File: config.mk
export PLATFORM = sky130hd
export DESIGN_NAME = sorted_unique_set
export DESIGN_NICKNAME = d
export VERILOG_FILES = /design/src/rtl/sus_pkg.sv /design/src/rtl/sorted_unique_set.sv /design/src/rtl/sus_datapath.sv /design/src/rtl/sus_ctrl.sv
export SDC_FILE = /design/constraint.sdc
export NUM_CORES = 2
export LEC_CHECK = 0
export BUFFER_PORTS_ARGS = -buffer_cell sky130_fd_sc_hd__buf_2
export CAP_MARGIN = 20
export CORE_MARGIN = 2
export CORE_UTILIZATION = 47
export CTS_CLUSTER_DIAMETER = 100
export DETAILED_ROUTE_END_ITERATION = 16
export MAX_ROUTING_LAYER = met4
export PLACE_DENSITY = 0.66
export SYNTH_ARGS = -nofsm -noshare
export SYNTH_HDL_FRONTEND = slang
export SYNTH_SLANG_ARGS = --single-unit
File: constraint.sdc
create_clock -name clk -period 13.95 [get_ports clk]
set_input_delay 2.0925 -clock clk [delete_from_list [all_inputs] [get_ports clk]]
set_output_delay 2.0925 -clock clk [all_outputs]
set_load 0.03 [all_outputs]
File: src/rtl/sus_pkg.sv
// Shared types and constants for the sorted unique set.
package sus_pkg;

  localparam int DefCapacity = 16;
  localparam int ValueW      = 32;
  localparam int CountOutW   = 5;

  localparam logic [1:0] CMD_INSERT = 2'd0;
  localparam logic [1:0] CMD_DELETE = 2'd1;
  localparam logic [1:0] CMD_LOOKUP = 2'd2;

  localparam logic [1:0] ST_DONE   = 2'd0;
  localparam logic [1:0] ST_DUP    = 2'd1;
  localparam logic [1:0] ST_ABSENT = 2'd2;
  localparam logic [1:0] ST_FULL   = 2'd3;

  typedef struct packed {
    logic load;
    logic do_insert;
    logic do_delete;
  } sus_cmd_t;

  typedef struct packed {
    logic       hit;
    logic       full;
    logic [1:0] cmd;
  } sus_stat_t;

endpackage

File: src/rtl/sorted_unique_set.sv
// Top level: bounded sorted set of distinct signed 32-bit values.
// Each accepted word passes through the compare and update steps before the result is valid.
// A new request is accepted only after the previous result has been taken.
// The compare step checks all slots in parallel; the update shifts the slots from the key's position up.
// Reset (rst_n low, synchronous) empties the set and returns to idle.
module sorted_unique_set import sus_pkg::*; #(
  parameter int CAPACITY = DefCapacity
) (
  input  logic        clk,
  input  logic        rst_n,
  input  logic        in_tvalid,
  output logic        in_tready,
  input  logic [39:0] in_tdata,   // cmd[1:0], value[33:2], zero fill
  output logic        out_tvalid,
  input  logic        out_tready,
  output logic [7:0]  out_tdata   // status[1:0], entry_count[6:2], is_empty[7]
);

  sus_cmd_t  ctl;
  sus_stat_t stat;
  logic [1:0] status;
  logic [CountOutW-1:0] count_lo;
  logic empty;

  sus_ctrl u_ctrl (
    .clk       (clk),
    .rst_n     (rst_n),
    .in_valid  (in_tvalid),
    .in_ready  (in_tready),
    .out_valid (out_tvalid),
    .out_ready (out_tready),
    .stat      (stat),
    .ctl       (ctl),
    .status_r  (status)
  );

  sus_datapath #(.CAPACITY(CAPACITY)) u_dp (
    .clk      (clk),
    .rst_n    (rst_n),
    .ctl      (ctl),
    .in_cmd   (in_tdata[1:0]),
    .in_value (in_tdata[33:2]),
    .stat     (stat),
    .count_lo (count_lo),
    .empty    (empty)
  );

  assign out_tdata = {empty, count_lo, status};

endmodule

File: src/rtl/sus_datapath.sv
// Slot array with parallel compare and shift for insert and delete.
module sus_datapath import sus_pkg::*; #(
  parameter int CAPACITY = DefCapacity
) (
  input  logic                    clk,
  input  logic                    rst_n,
  input  sus_cmd_t                ctl,
  input  logic [1:0]              in_cmd,
  input  logic signed [ValueW-1:0] in_value,
  output sus_stat_t               stat,
  output logic [CountOutW-1:0]    count_lo,
  output logic                    empty
);

  localparam int CntW = $clog2(CAPACITY + 1);

  logic [ValueW-1:0] slot_r [CAPACITY];
  logic [ValueW-1:0] slot_nxt [CAPACITY];
  logic [CAPACITY-1:0] valid_r;
  logic [CntW-1:0] count_r;
  logic [CntW-1:0] count_nxt;
  logic [1:0] cmd_r;
  logic [ValueW-1:0] key_r;
  logic [CAPACITY-1:0] ge_r;
  logic [CAPACITY-1:0] eq_r;

  always_ff @(posedge clk) begin
    if (ctl.load) begin
      cmd_r <= in_cmd;
      key_r <= in_value;
    end
  end

  always_ff @(posedge clk) begin
    for (int i = 0; i < CAPACITY; i++) begin
      ge_r[i] <= valid_r[i] &&
                 ($signed(slot_r[i]) >= $signed(key_r));
      eq_r[i] <= valid_r[i] && (slot_r[i] == key_r);
    end
  end

  assign stat.hit  = |eq_r;
  assign stat.full = (count_r == CntW'(CAPACITY));
  assign stat.cmd  = cmd_r;

  always_comb begin
    count_nxt = count_r;
    for (int i = 0; i < CAPACITY; i++) begin
      slot_nxt[i] = slot_r[i];
      if (ctl.do_insert) begin
        if (ge_r[i]) begin
          slot_nxt[i] = (i == 0) ? key_r : (ge_r[(i == 0) ? 0 : i - 1]
                        ? slot_r[(i == 0) ? 0 : i - 1] : key_r);
        end else if (!valid_r[i] && (i == 0 || valid_r[(i == 0) ? 0 : i - 1])) begin
          slot_nxt[i] = (i == 0) ? key_r : (ge_r[(i == 0) ? 0 : i - 1]
                        ? slot_r[(i == 0) ? 0 : i - 1] : key_r);
        end
      end else if (ctl.do_delete) begin
        if (ge_r[i] && i + 1 < CAPACITY) begin
          slot_nxt[i] = slot_r[(i + 1 < CAPACITY) ? i + 1 : i];
        end
      end
    end
    if (ctl.do_insert) begin
      count_nxt = count_r + 1'b1;
    end else if (ctl.do_delete) begin
      count_nxt = count_r - 1'b1;
    end
  end

  always_ff @(posedge clk) begin
    for (int i = 0; i < CAPACITY; i++) begin
      slot_r[i] <= slot_nxt[i];
    end
  end

  always_ff @(posedge clk) begin
    if (!rst_n) begin
      count_r <= '0;
      valid_r <= '0;
    end else begin
      count_r <= count_nxt;
      for (int i = 0; i < CAPACITY; i++) begin
        valid_r[i] <= (CntW'(i) < count_nxt);
      end
    end
  end

  assign count_lo = CountOutW'(count_r);
  assign empty    = (count_r == '0);

endmodule

File: src/rtl/sus_ctrl.sv
// Request sequencer: load, compare, update, then present the result.
module sus_ctrl import sus_pkg::*; (
  input  logic       clk,
  input  logic       rst_n,
  input  logic       in_valid,
  output logic       in_ready,
  output logic       out_valid,
  input  logic       out_ready,
  input  sus_stat_t  stat,
  output sus_cmd_t   ctl,
  output logic [1:0] status_r
);

  typedef enum logic [3:0] {
    S_IDLE = 4'b0001,
    S_CMP  = 4'b0010,
    S_UPD  = 4'b0100,
    S_OUT  = 4'b1000
  } state_t;

  state_t state_r, state_nxt;
  logic [1:0] status_nxt;

  assign in_ready  = (state_r == S_IDLE);
  assign out_valid = (state_r == S_OUT);

  always_comb begin
    state_nxt     = state_r;
    status_nxt    = status_r;
    ctl.load      = 1'b0;
    ctl.do_insert = 1'b0;
    ctl.do_delete = 1'b0;
    case (state_r)
      S_IDLE: begin
        if (in_valid) begin
          ctl.load  = 1'b1;
          state_nxt = S_CMP;
        end
      end
      S_CMP: state_nxt = S_UPD;
      S_UPD: begin
        state_nxt = S_OUT;
        case (stat.cmd)
          CMD_INSERT: begin
            if (stat.hit) begin
              status_nxt = ST_DUP;
            end else if (stat.full) begin
              status_nxt = ST_FULL;
            end else begin
              status_nxt    = ST_DONE;
              ctl.do_insert = 1'b1;
            end
          end
          CMD_DELETE: begin
            status_nxt    = stat.hit ? ST_DONE : ST_ABSENT;
            ctl.do_delete = stat.hit;
          end
          default: status_nxt = stat.hit ? ST_DONE : ST_ABSENT;
        endcase
      end
      S_OUT: begin
        if (out_ready) begin
          state_nxt = S_IDLE;
        end
      end
      default: state_nxt = S_IDLE;
    endcase
  end

  always_ff @(posedge clk) begin
    if (!rst_n) begin
      state_r <= S_IDLE;
    end else begin
      state_r <= state_nxt;
    end
    status_r <= status_nxt;
  end

endmodule
==> reports/summary.json <==
{
  "outcome": {"value": "complete, no violations"},
  "pwr_density_cell": {"value": 97.3, "unit": "nW/um^2"},
  "global_route.usage.met3": {"value": 2.38, "unit": "%"},
  "muxShareOfSynthArea": {"value": 11.4, "unit": "%"},
  "fin_area": {"value": 43500, "unit": "um^2"},
  "min_path_type": {"value": "reg -> reg"},
  "vias_per_cell": {"value": 5.89},
  "global_route_met1_utilization": {"value": 33.8, "unit": "%"},
  "post_dp_cell_area": {"value": 41200, "unit": "um^2"},
  "fillerInstances": {"value": 7599},
  "postRouteAntennaNets": {"value": 0},
  "worstSetupPathType": {"value": "reg -> reg"},
  "timing.rr.end": {"value": "u_dp.slot_r[1][63]"},
  "main_combinational_cell_family_by_area_after_synthesis": {"value": "adder cells"},
  "groute.usage.overall": {"value": 24.1, "unit": "%"},
  "timing_worst_slew_pin_value": {"value": 1.16, "unit": "ns"},
  "synth_area_per_cell": {"value": 10.4, "unit": "um^2"},
  "timing.critical_path.to": {"value": "u_dp.slot_r[1][63]"},
  "ys_seq_elements": {"value": 604},
  "detailed_place_hpwl": {"value": 80500, "unit": "um"},
  "global_route_wire_length_before_repair": {"value": 165000, "unit": "um"},
  "globalRoute.totalOverflow": {"value": 0},
  "worstReg2RegStart": {"value": "u_dp.count_lo[0]"},
  "final_layout_size_suffix_gt1_share": {"value": 6.39, "unit": "%"},
  "placeableCoreArea": {"value": 85000, "unit": "um^2"},
  "yosys_most_used_dff": {"value": "sky130_fd_sc_hd__edfxtp_1"},
  "drtIter0Drc": {"value": 2665},
  "timing_hold_violations_final": {"value": 0},
  "yosysTopAreaCell": {"value": "sky130_fd_sc_hd__edfxtp_1"},
  "post_synth_main_area_contributors": {"value": "sky130_fd_sc_hd__edfxtp_1 (41%), sky130_fd_sc_hd__ha_1 (16%), sky130_fd_sc_hd__mux2i_1 (11%), sky130_fd_sc_hd__nand2_1 (6.0%), sky130_fd_sc_hd__o21ai_1 (4.8%)"},
  "ctsRootBufferMaster": {"value": "sky130_fd_sc_hd__clkbuf_16"},
  "synthAdderAreaFrac": {"value": 16.0, "unit": "%"},
  "layout_area_growth_over_synthesis": {"value": 8.00, "unit": "%"},
  "final_max_slew_viol_count": {"value": 0},
  "synth_fp_nets": {"value": 4447},
  "cts.reportedPaths.clkPinSlew": {"value": 0.06, "unit": "ns"},
  "drc_violations": {"value": 0},
  "cts_setup_buffers": {"value": 0},
  "setup.worst_path.end_class": {"value": "flop"},
  "max_freq": {"value": 213, "unit": "MHz"},
  "cts_htree_levels": {"value": 3},
  "regToRegSetupSlack": {"value": 9.25, "unit": "ns"},
  "fp.dieArea": {"value": 88100, "unit": "um^2"},
  "cts_tree": {"value": "built"},
  "synth_async_sr_flop_share": {"value": 0, "unit": "%"},
  "required": {"value": 14.30, "unit": "ns"},
  "timing.critical_path.arrival": {"value": 5.05, "unit": "ns"},
  "wl": {"value": 106000, "unit": "um"},
  "clock_latency": {"value": 0.62, "unit": "ns"},
  "pin_count": {"value": 54},
  "finalHoldWorstSlack": {"value": 0.482, "unit": "ns"},
  "globalRouteMet2Util": {"value": 36.9, "unit": "%"},
  "routabilityCongestion": {"value": 0.876},
  "drv_cap": {"value": 0},
  "largest_net_degree_at_the_start_of_global_routing": {"value": 209},
  "synth_edf_count": {"value": 548},
  "critical_path_peak_fanout": {"value": 99},
  "route.detailed.wl_per_inst": {"value": 21.0, "unit": "um"},
  "netlist.area_leader.share": {"value": 40.8, "unit": "%"},
  "cts_sinks": {"value": 604},
  "vias_in_the_first_global_route": {"value": 28800},
  "vdd.ir_drop.worst": {"value": 0.0990, "unit": "mV"},
  "timing.critical_path.from_type": {"value": "flop"},
  "multi_input_area": {"value": 21200, "unit": "um^2"},
  "fin_tns_setup": {"value": 0, "unit": "ns"},
  "cts-buffers-inserted": {"value": 71},
  "post_cts_hold_buffers": {"value": 0},
  "static-leakage-power": {"value": 16.6, "unit": "nW"},
  "setup_viol_count_final": {"value": 0},
  "floorplan.die.width": {"value": 297, "unit": "um"},
  "cts.path.max_buffers": {"value": 3},
  "synth_cells": {"value": 3889},
  "setup.worst_path.start": {"value": "u_dp.count_lo[0]"},
  "port_buffers": {"value": 47},
  "chip_height": {"value": 297, "unit": "um"},
  "reg2regPathDepth": {"value": 10},
  "floorplan.rows": {"value": 107},
  "start_util": {"value": 47.4, "unit": "%"},
  "drt-pass1-iter-count": {"value": 7},
  "clock-skew-final": {"value": 0.0231, "unit": "ns"},
  "yosys_warnings": {"value": 0},
  "cts_resized": {"value": 0},
  "final.min_clock_period": {"value": 4.70, "unit": "ns"},
  "via_count": {"value": 29700},
  "synth.lib_cells_used.distinct": {"value": 70},
  "synth_area": {"value": 40300, "unit": "um^2"},
  "synth-simple-area-share": {"value": 10.8, "unit": "%"},
  "grt_setup_unrepaired": {"value": "false"},
  "fin_nets": {"value": 4404},
  "busiest_layer_in_global_routing": {"value": "met2"},
  "slew_limit_headroom": {"value": 22.9, "unit": "%"},
  "post_synth_xor_area_fraction": {"value": 0.165, "unit": "%"},
  "period_share": {"value": 33.7, "unit": "%"},
  "synth_compound_area_share": {"value": 14.0, "unit": "%"},
  "synth_seq_area_share": {"value": 43.6, "unit": "%"},
  "antenna_violations_before_repair": {"value": 1},
  "ff_latch_area": {"value": 17600, "unit": "um^2"}
}
[power breakdown]
part	switching [W]	leakage, nW	internal, W	total, W
registers	0.0000289	5.40	0.00196	0.00199
clock network	0.000761	1.09	0.00105	0.00181
logic	0.000279	10.1	0.000160	0.000439
total	0.00107	16.6	0.00317	0.00424
[synth_stat cells, types with 6 or more instances]
cell,count
sky130_fd_sc_hd__buf_6,53
sky130_fd_sc_hd__a21oi_1,237
sky130_fd_sc_hd__nor2_1,68
sky130_fd_sc_hd__nor2b_1,21
sky130_fd_sc_hd__and2_1,6
sky130_fd_sc_hd__edfxtp_1,548
sky130_fd_sc_hd__or3_1,9
sky130_fd_sc_hd__a2111o_1,15
sky130_fd_sc_hd__clkbuf_1,148
sky130_fd_sc_hd__nand3_1,38
sky130_fd_sc_hd__o311a_1,9
sky130_fd_sc_hd__a21o_1,17
sky130_fd_sc_hd__nor4_1,32
sky130_fd_sc_hd__nand2_1,640
sky130_fd_sc_hd__a221oi_1,13
sky130_fd_sc_hd__o311ai_0,10
sky130_fd_sc_hd__nand4_1,104
sky130_fd_sc_hd__and4_1,8
sky130_fd_sc_hd__o2bb2ai_1,10
sky130_fd_sc_hd__o21ai_0,232
sky130_fd_sc_hd__dfxtp_1,56
sky130_fd_sc_hd__o21bai_1,8
sky130_fd_sc_hd__o21ai_1,389
sky130_fd_sc_hd__a211oi_1,18
sky130_fd_sc_hd__nor3_1,16
sky130_fd_sc_hd__buf_2,7
sky130_fd_sc_hd__o31ai_1,6
sky130_fd_sc_hd__inv_1,111
sky130_fd_sc_hd__o31a_1,9
sky130_fd_sc_hd__mux2i_1,451
sky130_fd_sc_hd__ha_1,514
sky130_fd_sc_hd__a32o_1,10
[logic make-up (layout without fill, tap and decap cells)]
kind of cell,after synthesis,in the layout
compound gates,1013,1013
xor+xnor,5,5
fa+ha+maj,514,514
buf+inv,323,331
flops,604,604
mux,455,455
other cells,0,1
simple gates,975,975
[flip-flops by register name, indices dropped and copies added, names as in the netlist]
name             flops
u_dp.cmd_r           2
u_dp.slot_r        512
u_dp.count_lo        5
u_ctrl.state_r       4
u_dp.key_r          32
u_ctrl.status_r      2
u_dp.valid_r        15
u_dp.ge_r           16
u_dp.eq_r           16
[placed cells by master, fill, tap and decap left out, types with 21 or more instances in the layout]
| cell | n |
|---|---|
| sky130_fd_sc_hd__nor2b_1 | 21 |
| sky130_fd_sc_hd__ha_1 | 514 |
| sky130_fd_sc_hd__clkbuf_16 | 74 |
| sky130_fd_sc_hd__buf_4 | 43 |
| sky130_fd_sc_hd__o21ai_1 | 388 |
| sky130_fd_sc_hd__edfxtp_1 | 548 |
| sky130_fd_sc_hd__inv_1 | 111 |
| sky130_fd_sc_hd__o21ai_0 | 232 |
| sky130_fd_sc_hd__dfxtp_1 | 41 |
| sky130_fd_sc_hd__nand2_1 | 640 |
| sky130_fd_sc_hd__mux2i_1 | 451 |
| sky130_fd_sc_hd__a21oi_1 | 237 |
| sky130_fd_sc_hd__nand3_1 | 38 |
| sky130_fd_sc_hd__nor2_1 | 67 |
| sky130_fd_sc_hd__nand4_1 | 104 |
| sky130_fd_sc_hd__nor4_1 | 32 |
| sky130_fd_sc_hd__buf_2 | 47 |
[layout make-up]
cell class,count,share of cell area (%)
well taps,1144,3.29
multi-input cells,2962,48.7
inverters,112,0.966
clock inverters,22,0.331
repair buffers,95,1.58
diodes,1,0.00575
clock buffers,102,4.75
flip-flops and latches,604,40.4
[critical path, stage by stage, from the launching register on]
cell,delay (ns)
sky130_fd_sc_hd__dfxtp_1,0.41
sky130_fd_sc_hd__inv_1,0.12
sky130_fd_sc_hd__ha_1,0.21
sky130_fd_sc_hd__nand4bb_1,0.32
sky130_fd_sc_hd__nand4_1,0.21
sky130_fd_sc_hd__buf_4,0.63
sky130_fd_sc_hd__buf_4,0.69
sky130_fd_sc_hd__buf_4,0.81
sky130_fd_sc_hd__buf_4,0.40
sky130_fd_sc_hd__buf_16,0.33
sky130_fd_sc_hd__o21ai_0,0.15
[routing by layer]
layer  wire length [um]  vias to the layer above
met2              47100                      842
met4               3060                        0
met1              50400                    14100
met5                  0                        -
met3               5350                      165
li1                   -                    14500
[metrics by stage]
step	total power (W)	instances	setup WS [ns]	utilization, %
global placement	0.00244	4913	9.09	48.5
CTS	0.00426	5037	8.97	51.1
floorplan	0.00232	3889	9.07	-
finish	0.00424	5042	9.25	51.2
global route	0.00438	5041	8.98	51.2
detailed placement	0.00246	4913	9.00	48.5
[worst min path at each step]
stage	start	cells past startpoint	to
detailed placement	u_dp.valid_r[5]	1	u_dp.ge_r[5]
CTS	u_dp.valid_r[1]	2	u_dp.ge_r[1]
global route	u_dp.valid_r[5]	1	u_dp.ge_r[5]
global placement	u_dp.valid_r[5]	1	u_dp.ge_r[5]
finish	u_dp.valid_r[5]	1	u_dp.ge_r[5]
floorplan	u_dp.valid_r[1]	2	u_dp.ge_r[1]
Note: power is estimated with default switching activity, not from simulation.
